File: src/design/ppe_div.sv
// Restoring divider: 24-bit dividend by 16-bit divisor, one bit per cycle.
module ppe_div (
   input  logic        clock,
   input  logic        reset,
   input  logic        start,
   input  logic [23:0] dividend,
   input  logic [15:0] divisor,
   output logic        done,
   output logic [7:0]  quotient
);
   logic [23:0] quo_ff, quo_in;
   logic [16:0] rem_ff, rem_in;
   logic [4:0]  cnt_ff, cnt_in;
   logic        busy_ff, busy_in;
   logic [16:0] trial;

   always_comb begin
      quo_in  = quo_ff;
      rem_in  = rem_ff;
      cnt_in  = cnt_ff;
      busy_in = busy_ff;
      trial   = {rem_ff[15:0], quo_ff[23]};
      if (start) begin
         quo_in  = dividend;
         rem_in  = '0;
         cnt_in  = 5'd24;
         busy_in = 1'b1;
      end else if (busy_ff) begin
         if (trial >= {1'b0, divisor}) begin
            rem_in = trial - {1'b0, divisor};
            quo_in = {quo_ff[22:0], 1'b1};
         end else begin
            rem_in = trial;
            quo_in = {quo_ff[22:0], 1'b0};
         end
         cnt_in = cnt_ff - 5'd1;
         if (cnt_ff == 5'd1) begin
            busy_in = 1'b0;
         end
      end
   end

   always_ff @(posedge clock) begin
      quo_ff <= quo_in;
      rem_ff <= rem_in;
      cnt_ff <= cnt_in;
      if (reset) begin
         busy_ff <= 1'b0;
      end else begin
         busy_ff <= busy_in;
      end
   end

   assign done     = busy_ff && (cnt_ff == 5'd1);
   assign quotient = quo_in[7:0];
endmodule

File: config.mk
export PLATFORM = sky130hd
export DESIGN_NAME = ppe_div
export DESIGN_NICKNAME = d
export VERILOG_FILES = /design/src/design/ppe_div.sv
export SDC_FILE = /design/constraint.sdc
export NUM_CORES = 1
export LEC_CHECK = 0
export ABC_AREA = 0
export ABC_CLOCK_PERIOD_IN_PS = 7150
export BUFFER_PORTS_ARGS = -buffer_cell sky130_fd_sc_hd__buf_2
export CAP_MARGIN = 20
export CORE_MARGIN = 2
export CORE_UTILIZATION = 35
export DETAILED_ROUTE_END_ITERATION = 12
export SLEW_MARGIN = 15
export SYNTH_ARGS = -nofsm -noshare
export SYNTH_HDL_FRONTEND = slang
export SYNTH_SLANG_ARGS = --single-unit
export TNS_END_PERCENT = 50
File: constraint.sdc
create_clock -name clock -period 7.15 [get_ports clock]
set_clock_uncertainty 0.2 [all_clocks]
set_input_delay 0.3575 -clock clock [delete_from_list [all_inputs] [get_ports clock]]
set_output_delay 0.3575 -clock clock [all_outputs]
set_load 0.005 [all_outputs]
==> impl_results.md <==
* Syn Inst Count at between 300 and 400
* Final non-filler cell total at about 480
* Post-route minimum period at 3.23 ns
* DRC viols at 0
* Worst vdd ir at 0.0669 mV
* ANT cells at 0
* Cell Chain, Critical Path: ha_1, nand2_1, o21a_1, a21oi_1, o21a_1, nor3_1, o31ai_1, buf_2
* Sum of negative setup slack at 0 ns
* Synth Warn # at 0
* Crit path launch: rem_ff[11]
* Commonest cells after routing, fill and taps aside: 51 x buf_2, 30 x dfxtp_1, 27 x o21ai_0
* Met3 Use GR at 3.18%
* TritonCTS Buffers at 5
* TritonCTS clock tree: built
* Hold buffers post-CTS at 1
* Clk_lat worst skew at ~0.3 ns
* Seq/Total Area, Yosys at between 30 and 40%
* Post-route ant nets at 0
* Pre-antenna DRT Iters at 4
* RR Endpoint: rem_ff[10]
* R2r setup slk at approximately 4.4 ns
* Busiest layer in global routing: met2
* Startpoint Class: flip-flop
* Most common cell after layout, fill and taps aside: buf_2
* Crit path kind: reg -> out
* Worst r2r src: quo_ff[23]
* Die ar. at between 9000 and 10000 sq um
* Final-report setup violation count at 0
* Inst Count DP at approximately 470
* Synthesized area at 2990 sq um
* Worst Tran Pin Value at roughly 0.73 ns
* Final Hold Fails at 0
* Die W at 96.4 microns
* Grt met2 use at between 20 and 25%
* Initial antenna violation count at 0
* Max_slew headroom at around half
* Vias at 2556
* # rows at 33
* Gr ovfl total at 0
* Crit path capture type: output pin
* Number of gates resized after CTS at 0
* DRT Wirelength at 6950 microns
* Port Buffer Count at 51
* Slew Viols, Final at 0
* Share of async-settable or async-resettable flops after synthesis at 0%
* Area grow syn2layout at 11.8%
* Max Clk Rate at slightly above 0.3 GHz
* Max-cap violations at 0
* Nets at about 440
* Pwr dens at 189 nW/um^2
* WL per Instance at between 10 and 15 microns
* Core area at between 8000 and 9000 sq um
* Crit path required time at 6.59 ns
* Sink Count at 46
* CTS H-tree depth at 2
* Worst-path clk slew at roughly 0.09 ns
* Most used cell, CP: o21a_1
* Fill count at approximately 850
* Hold Crit Class: in -> reg
* Layout cell share with drive strength beyond 1 at approximately 18%
* Vias per cell at roughly 5.3
* Starting Density at a little over a third
* RSZ-0062 raised after global routing: no
* Crit path arrival time at around 2.7 ns
* Detailed placement HPWL at 5140 microns
* CP peak stage delay at around 0.46 ns
* #FFs+latches synth at 46
* Avg Cell Area, Syn at around 8.8 sq um
* Critical Path End: quotient[0]
* EDFF count, synth at 16
* Syn_nets at ~400
* Clk buf depth at 2
* Distinct cells, synth at between 50 and 60
* DRT iter0 DRCs at around 130
* Post-CTS setup buffers at 0
* Synth Flop Type: dfxtp_1
* I/O pins at 52
* CTS root buf: clkbuf_8
* Outcome: complete, no violations
* Vias in the first global route at about 2400
* Period utilization at 45.2%
* GRT Total Usage at 15.4%
* Pin count of the biggest net entering global routing at 53
* Leak at 1.41 nW
* Worst R2R Path Depth at 9
* Die height at around 96 microns
* Critical path's slowest cell: ha_1
* First-pass GRT wire length at 11200 microns
* RePlAce Congestion at between 0.8 and 0.9
* Worst Path Max Fanout at 11
* GRT met1 Usage at 22.1%
==> stage by stage <==
stage | total power (W) | instance area (sq um) | util, % | worst slack (ns) | hold WS (ns)
floorplan | 0.000442 | 2990 | - | 4.53 | 0.230
global placement | 0.000479 | 3250 | 39.3 | 4.18 | 0.284
detailed placement | 0.000482 | 3250 | 39.3 | 4.09 | 0.281
CTS | 0.000637 | 3340 | 40.5 | 3.90 | 0.0774
global route | 0.000671 | 3340 | 40.5 | 3.66 | 0.0937
finish | 0.000633 | 3340 | 40.5 | 3.92 | 0.0760
==> layout make-up <==
| type | count | area [sq um] | share of cell area, % |
|---|---|---|---|
| inverters | 21 | 78.8 | 2.36 |
| well taps | 105 | 131 | 3.93 |
| clock inverters | 3 | 16.3 | 0.487 |
| multi-input cells | 245 | 1670 | 50.0 |
| repair buffers | 56 | 295 | 8.84 |
| flip-flops and latches | 46 | 1080 | 32.3 |
| clock buffers | 5 | 68.8 | 2.06 |
==> per-layer routing <==
metal / vias to the layer above / part of all wire, %
met5: - / 0
met4: 0 / 1.9
met3: 12 / 5.5
met2: 65 / 43
met1: 1163 / 50
li1: 1316 / -
==> synthesized netlist by cell type (all sizes together), types with 2 or more instances <==
cell type / instances / share of area [%]
nor4: 3 / 0.63
o211ai: 4 / 1.0
clkbuf: 11 / 1.4
and2: 5 / 1.0
nand2: 25 / 3.1
edfxtp: 16 / 16
a211oi: 3 / 0.75
nand3: 13 / 2.2
a22o: 15 / 4.4
a311oi: 9 / 2.6
xnor2: 8 / 2.3
nor2b: 2 / 0.42
a21o: 4 / 1.0
nor3: 4 / 0.67
nor2: 25 / 3.1
xor2: 5 / 1.5
ha: 18 / 7.5
nand4: 4 / 0.84
a211o: 2 / 0.59
o31ai: 6 / 1.7
a31oi: 2 / 0.42
o21a: 4 / 1.0
dfxtp: 30 / 20
inv: 21 / 2.6
o21ai: 28 / 5.1
a21oi: 20 / 3.6
mux2i: 7 / 2.3
a41oi: 4 / 1.2
or3: 2 / 0.42
buf: 17 / 3.9
nand2b: 7 / 1.5
==> critical path, delay by kind of cell, from the launching register on <==
kind            cells  cell delay [ns]
compound gates      4             1.20
fa+ha+maj           1             0.46
flops               1             0.34
simple gates        2             0.21
buf+inv             1             0.16
==> report_power, final <==
group          leakage, nW  switching, W  internal, W
Clock               0.0432     0.0000894    0.0000672
Sequential           0.416     0.0000174     0.000296
Combinational        0.946     0.0000914    0.0000717
Total                 1.41      0.000198     0.000435
==> logic make-up (layout without fill, tap and decap cells) <==
| family | after synthesis | count (layout) | share of synthesized area (%) |
|---|---|---|---|
| compound gates | 110 | 110 | 25.9 |
| simple gates | 96 | 96 | 15.6 |
| buf+inv | 49 | 85 | 7.95 |
| flops | 46 | 46 | 36.2 |
| fa+ha+maj | 19 | 19 | 8.20 |
| xor+xnor | 13 | 13 | 3.81 |
| mux | 7 | 7 | 2.34 |
==> registers in the layout (all words and copies together), names as in the netlist <==
signal   count
rem_ff      16
cnt_ff       5
busy_ff      1
quo_ff      24
==> worst min path at each step <==
stage,start,endpoint,cells after the start
detailed placement,cnt_ff[4],cnt_ff[4],2
floorplan,reset,busy_ff,1
finish,dividend[0],quo_ff[0],3
global placement,cnt_ff[1],cnt_ff[1],2
CTS,dividend[0],quo_ff[0],3
global route,dividend[0],quo_ff[0],3
No activity file was read; power rests on OpenSTA's default activity.
