$ cat config.mk
export PLATFORM = sky130hd
export DESIGN_NAME = ppe_scale
export DESIGN_NICKNAME = d
export VERILOG_FILES = /design/src/design/ppe_pkg.sv /design/src/design/ppe_scale.sv
export SDC_FILE = /design/constraint.sdc
export NUM_CORES = 1
export LEC_CHECK = 0
export BUFFER_PORTS_ARGS = -buffer_cell sky130_fd_sc_hd__buf_4
export CAP_MARGIN = 15
export CORE_ASPECT_RATIO = 1.75
export CORE_MARGIN = 1.5
export CORE_UTILIZATION = 45
export DETAILED_ROUTE_END_ITERATION = 6
export GPL_ROUTABILITY_DRIVEN = 0
export SETUP_SLACK_MARGIN = 0.2
export SLEW_MARGIN = 25
export SYNTH_ARGS = -nofsm -noshare
export SYNTH_HDL_FRONTEND = slang
export SYNTH_SLANG_ARGS = --single-unit
$ cat constraint.sdc
create_clock -name vclk -period 17.32
set_input_delay 3.464 -clock vclk [all_inputs]
set_output_delay 3.464 -clock vclk [all_outputs]
set_load 0.01 [all_outputs]
$ cat src/design/ppe_pkg.sv
package ppe_pkg;

   localparam int PoolSize = 256;
   localparam int SlotBits = $clog2(PoolSize);
   localparam int CntBits  = SlotBits + 1;

   typedef enum logic [1:0] {
      MODE_SPAWN = 2'd0,
      MODE_TICK  = 2'd1,
      MODE_READ  = 2'd2,
      MODE_NOP   = 2'd3
   } mode_type;

   typedef enum logic [3:0] {
      ST_IDLE,
      ST_SCAN,
      ST_SPAWN_WR,
      ST_TICK_RD,
      ST_TICK_LIFE,
      ST_TICK_VY,
      ST_TICK_AX,
      ST_TICK_WR,
      ST_READ_RD,
      ST_READ_DIV,
      ST_DONE
   } state_type;

   typedef enum logic [1:0] {
      MUL_GRAV = 2'd0,
      MUL_VEL  = 2'd1
   } mul_sel_type;

   function automatic logic signed [15:0] sat16(input logic signed [18:0] v);
      if (v > 19'sd32767) begin
         sat16 = 16'sh7fff;
      end else if (v < -19'sd32768) begin
         sat16 = 16'sh8000;
      end else begin
         sat16 = v[15:0];
      end
   endfunction

endpackage

$ cat src/design/ppe_scale.sv
// Shared unit: floor(a * dt / 65536), added to base (subtracted when sub is set), saturated to 16 bits.
module ppe_scale (
   input  logic signed [15:0] a,
   input  logic        [15:0] dt,
   input  logic signed [15:0] base,
   input  logic               sub,
   output logic signed [15:0] result
);
   logic signed [32:0] prod;
   logic signed [16:0] q;
   logic signed [18:0] sum;

   always_comb begin
      prod = a * $signed({1'b0, dt});
      q    = prod[32:16];   // arithmetic shift is floor
      if (sub) begin
         sum = 19'(base) - 19'(q);
      end else begin
         sum = 19'(base) + 19'(q);
      end
      result = ppe_pkg::sat16(sum);
   end
endmodule

==> impl_metrics.toml, run 1 <==
[status]
outcome = "complete, no violations"

[worst_setup_path]
crit_top_cell = "fa_1"
cp-end-kind = "output port"
crit_path_max_incr_delay_ns = 0.56
required_ns = 13.86
crit_type = "input port to output port"
path_delay_family = "adder cells"
crit_start = "dt[7]"
worst_ep_arrival_time_ns = 12.64
path_buf_inv = 6
cp_slowest_cell = "fa_1"
crit_fanout = 16
timing.critical_path.from_type = "input port"

[final_layout]
fillers = 2178
layout_common_cells = "inv_1 (229), fa_1 (194), nand2_1 (150)"
final_common_cell = "inv_1"
area_delta_synth_final_pct = 7.02
nets = 1582
n_antenna_cell = 0
layout.area.seq_um2 = 0
multiInputGateArea_um2 = 8920
stdcell_count = 1492
drive_above_1_share_pct = 6.42
n_clock_buffer = 0
seq_cell_count = 0

[flow_run]
drv_cap = 0

[global_routing]
antenna_found_initial = 0
overflow = 0
grt_pass1_wl_um = 42600
grt_pass1_vias = 8610
grt_start_max_net_pins = 22
grtUsageTotal_pct = 23.4

[logic_synthesis]
synth_fp_nets = 1553
syn-cell-area_um2 = 9940
ys_seq_area_share_pct = 0
yosysWarningCount = 0
netlist_instances = 1173
ys_types = 62
synth_area_per_cell_um2 = 8.48

[timing]
drv_slew = 0
final.setup.tns_ns = 0
max_freq_ghz = 0.0621
rsz0062_at_grt = "no"
maxSlewHeadroom_pct = 50.5
worst_pin_slew_ns = 0.732
setup_viol = 0
min_period_ns = 16.10
hold_viol_final = 0
fin_crit_sh_pct = 93.0

[hold_path]
hp-class = "input port to output port"
hold_path.startpoint = "base[0]"

[route]
drt_iter0_markers = 284
wl_per_cell_um = 16.7
wl_met3_um = 676
dr.pass1.iters = 5
detail-route-antenna-nets = 0
vias = 7936
met2_length_um = 14000
totalWireLength_um = 24900
top_layer = "met4"
drc = 0
routed_via_density = 5.32
met1_length_um = 9530

[clock_tree]
cts_setup_buffers = 0
hold_buffers = 0
cts_resized = 0

[place]
port_buffers = 65
dp.cells = 1492
dpl.hpwl_um = 21300

[floorplan]
io-pin-count = 65
die_h_um = 200
rows = 71
start_util_pct = 46.1
die_w_um = 115
die-area_um2 = 23000
core_um2 = 21600
[Yosys cell counts, types with 2 or more instances]
cell type,instances,area share (%)
a211o_1,2,0.18
a211oi_1,6,0.45
a21o_1,14,1.1
a21oi_1,39,2.0
a221o_1,2,0.20
a221oi_1,2,0.18
a22oi_1,2,0.15
a31oi_1,5,0.31
a41oi_1,2,0.18
and2_1,118,7.4
and3_1,7,0.44
and4_1,2,0.18
buf_1,2,0.076
buf_6,2,0.23
clkbuf_1,34,1.3
fa_1,194,39
ha_1,137,17
inv_1,229,8.6
nand2_1,150,5.7
nand2b_1,12,0.75
nand3_1,9,0.45
nand4_1,9,0.57
nor2_1,35,1.3
nor2b_1,7,0.44
nor3_1,8,0.40
nor3b_1,2,0.15
nor4_1,5,0.31
o2111ai_1,3,0.26
o211ai_1,6,0.45
o21a_1,3,0.23
o21ai_0,39,2.0
o21bai_1,8,0.60
o22ai_1,2,0.13
o311a_1,2,0.20
or2_2,4,0.25
xnor2_1,31,2.7
xnor2_2,2,0.33
xor2_1,13,1.1
[final cells by class]
type	instances	area share (%)
repair buffers	66	4.66
inverters	230	8.11
well taps	292	3.43
multi-input cells	904	83.8
[logic make-up after synthesis]
| family | Yosys count | share of synthesized area, % |
|---|---|---|
| AND/OR/NAND/NOR | 376 | 19.1 |
| buffers and inverters | 269 | 10.3 |
| AO/OA/AOI/OAI | 150 | 9.88 |
| XOR/XNOR | 47 | 4.43 |
| adder cells (fa/ha/maj) | 331 | 56.3 |
[per-layer routing]
layer,vias up,track usage [%]
met4,0,4.71
met1,3988,27.6
met2,161,46.3
met5,-,0
met3,46,0.637
li1,3741,-
[worst paths after layout]
check	depth (start not counted)	endpoint
setup / recovery	34	result[12]
hold / removal	5	result[0]
[stage by stage]
stage,hold slack [ns],instance area [um^2],setup WS (ns),utilization (%)
final,7.41,10600,1.22,49.3
after global routing,7.44,10600,0.516,49.3
after CTS,7.42,10600,1.10,49.3
after detailed placement,7.42,10600,1.12,49.3
after global placement,7.42,10600,1.26,49.3
after floorplan,7.17,9940,1.93,-
Power of run 1 is left out: the tool's default activity adds up to more than one toggle a clock period on the data nets, which glitch-free logic cannot reach.
==> run 2: changes to the inputs <==
- PLACE_DENSITY: not set -> 0.65
==> run 2 against run 1 <==
Net effect: die area did not move; critical endpoint is now result[11]; core utilization did not move; non-clock buffer count is the same; final area unchanged; highest routed layer unchanged.
==> impl_metrics.toml, run 2 (same netlist as run 1, synthesis figures left out) <==
[floorplan]
rows = 71
die-area_um2 = 23000
core_um2 = 21600
die_w_um = 115
io-pin-count = 65
start_util_pct = 46.1
die_h_um = 200

[timing]
rsz0062_at_grt = "no"
max_freq_ghz = 0.0621
worst_pin_slew_ns = 0.732
fin_crit_sh_pct = 92.9
setup_viol = 0
hold_viol_final = 0
final.setup.tns_ns = 0
drv_slew = 0
min_period_ns = 16.09
maxSlewHeadroom_pct = 50.6

[route]
detail-route-antenna-nets = 0
wl_per_cell_um = 16.4
wl_met3_um = 820
met1_length_um = 9360
met2_length_um = 13500
dr.pass1.iters = 5
vias = 7936
drt_iter0_markers = 282
top_layer = "met4"
routed_via_density = 5.32
totalWireLength_um = 24500
drc = 0

[final_layout]
seq_cell_count = 0
final_common_cell = "inv_1"
nets = 1582
stdcell_count = 1492
layout_common_cells = "inv_1 (229), fa_1 (194), nand2_1 (150)"
final_util_pct = 49.3
layout.area.seq_um2 = 0
n_clock_buffer = 0
drive_above_1_share_pct = 6.42
n_antenna_cell = 0
area_delta_synth_final_pct = 7.02

[worst_setup_path]
crit_fanout = 16
crit_type = "input port to output port"
crit_path_max_incr_delay_ns = 0.56
path_delay_family = "adder cells"
path_buf_inv = 6
cp-end-kind = "output port"
worst_ep_arrival_time_ns = 12.63
timing.critical_path.from_type = "input port"
cp_slowest_cell = "fa_1"
crit_top_cell = "fa_1"
required_ns = 13.86

[clock_tree]
hold_buffers = 0
cts_resized = 0
cts_setup_buffers = 0

[global_routing]
antenna_found_initial = 0
grtUsageTotal_pct = 23.0
grt_pass1_wl_um = 42200
grt_pass1_vias = 8627
grt_start_max_net_pins = 22
overflow = 0

[place]
dpl.hpwl_um = 21100
port_buffers = 65
dp.cells = 1492

[flow_run]
drv_cap = 0

[status]
outcome = "complete, no violations"

[hold_path]
hp-class = "input port to output port"
==> run 2: cell type report <==
class,count,area [um^2]
inverters,230,863
well taps,292,365
fillers,2101,10900
repair buffers,66,495
multi-input cells,904,8920
==> run 2: stage by stage <==
stage          area (um^2)  hold WS [ns]  setup WS [ns]
2_1_floorplan         9940          7.17           1.93
3_3_place_gp         10600          7.43           1.30
3_5_place_dp         10600          7.43           1.20
4_1_cts              10600          7.43           1.16
5_1_grt              10600          7.45          0.608
6_report             10600          7.42           1.23
==> run 2: routing by layer <==
metal | vias to the layer above | track usage (%)
li1 | 3744 | -
met1 | 3944 | 27.3
met3 | 54 | 0.880
met4 | 0 | 6.86
met5 | - | 0
met2 | 194 | 44.1
==> run 2: worst paths after layout <==
| check | start | end | depth (start not counted) |
|---|---|---|---|
| setup / recovery | dt[7] | result[11] | 34 |
| hold / removal | base[0] | result[0] | 5 |
Power of run 2 is left out for the same reason.
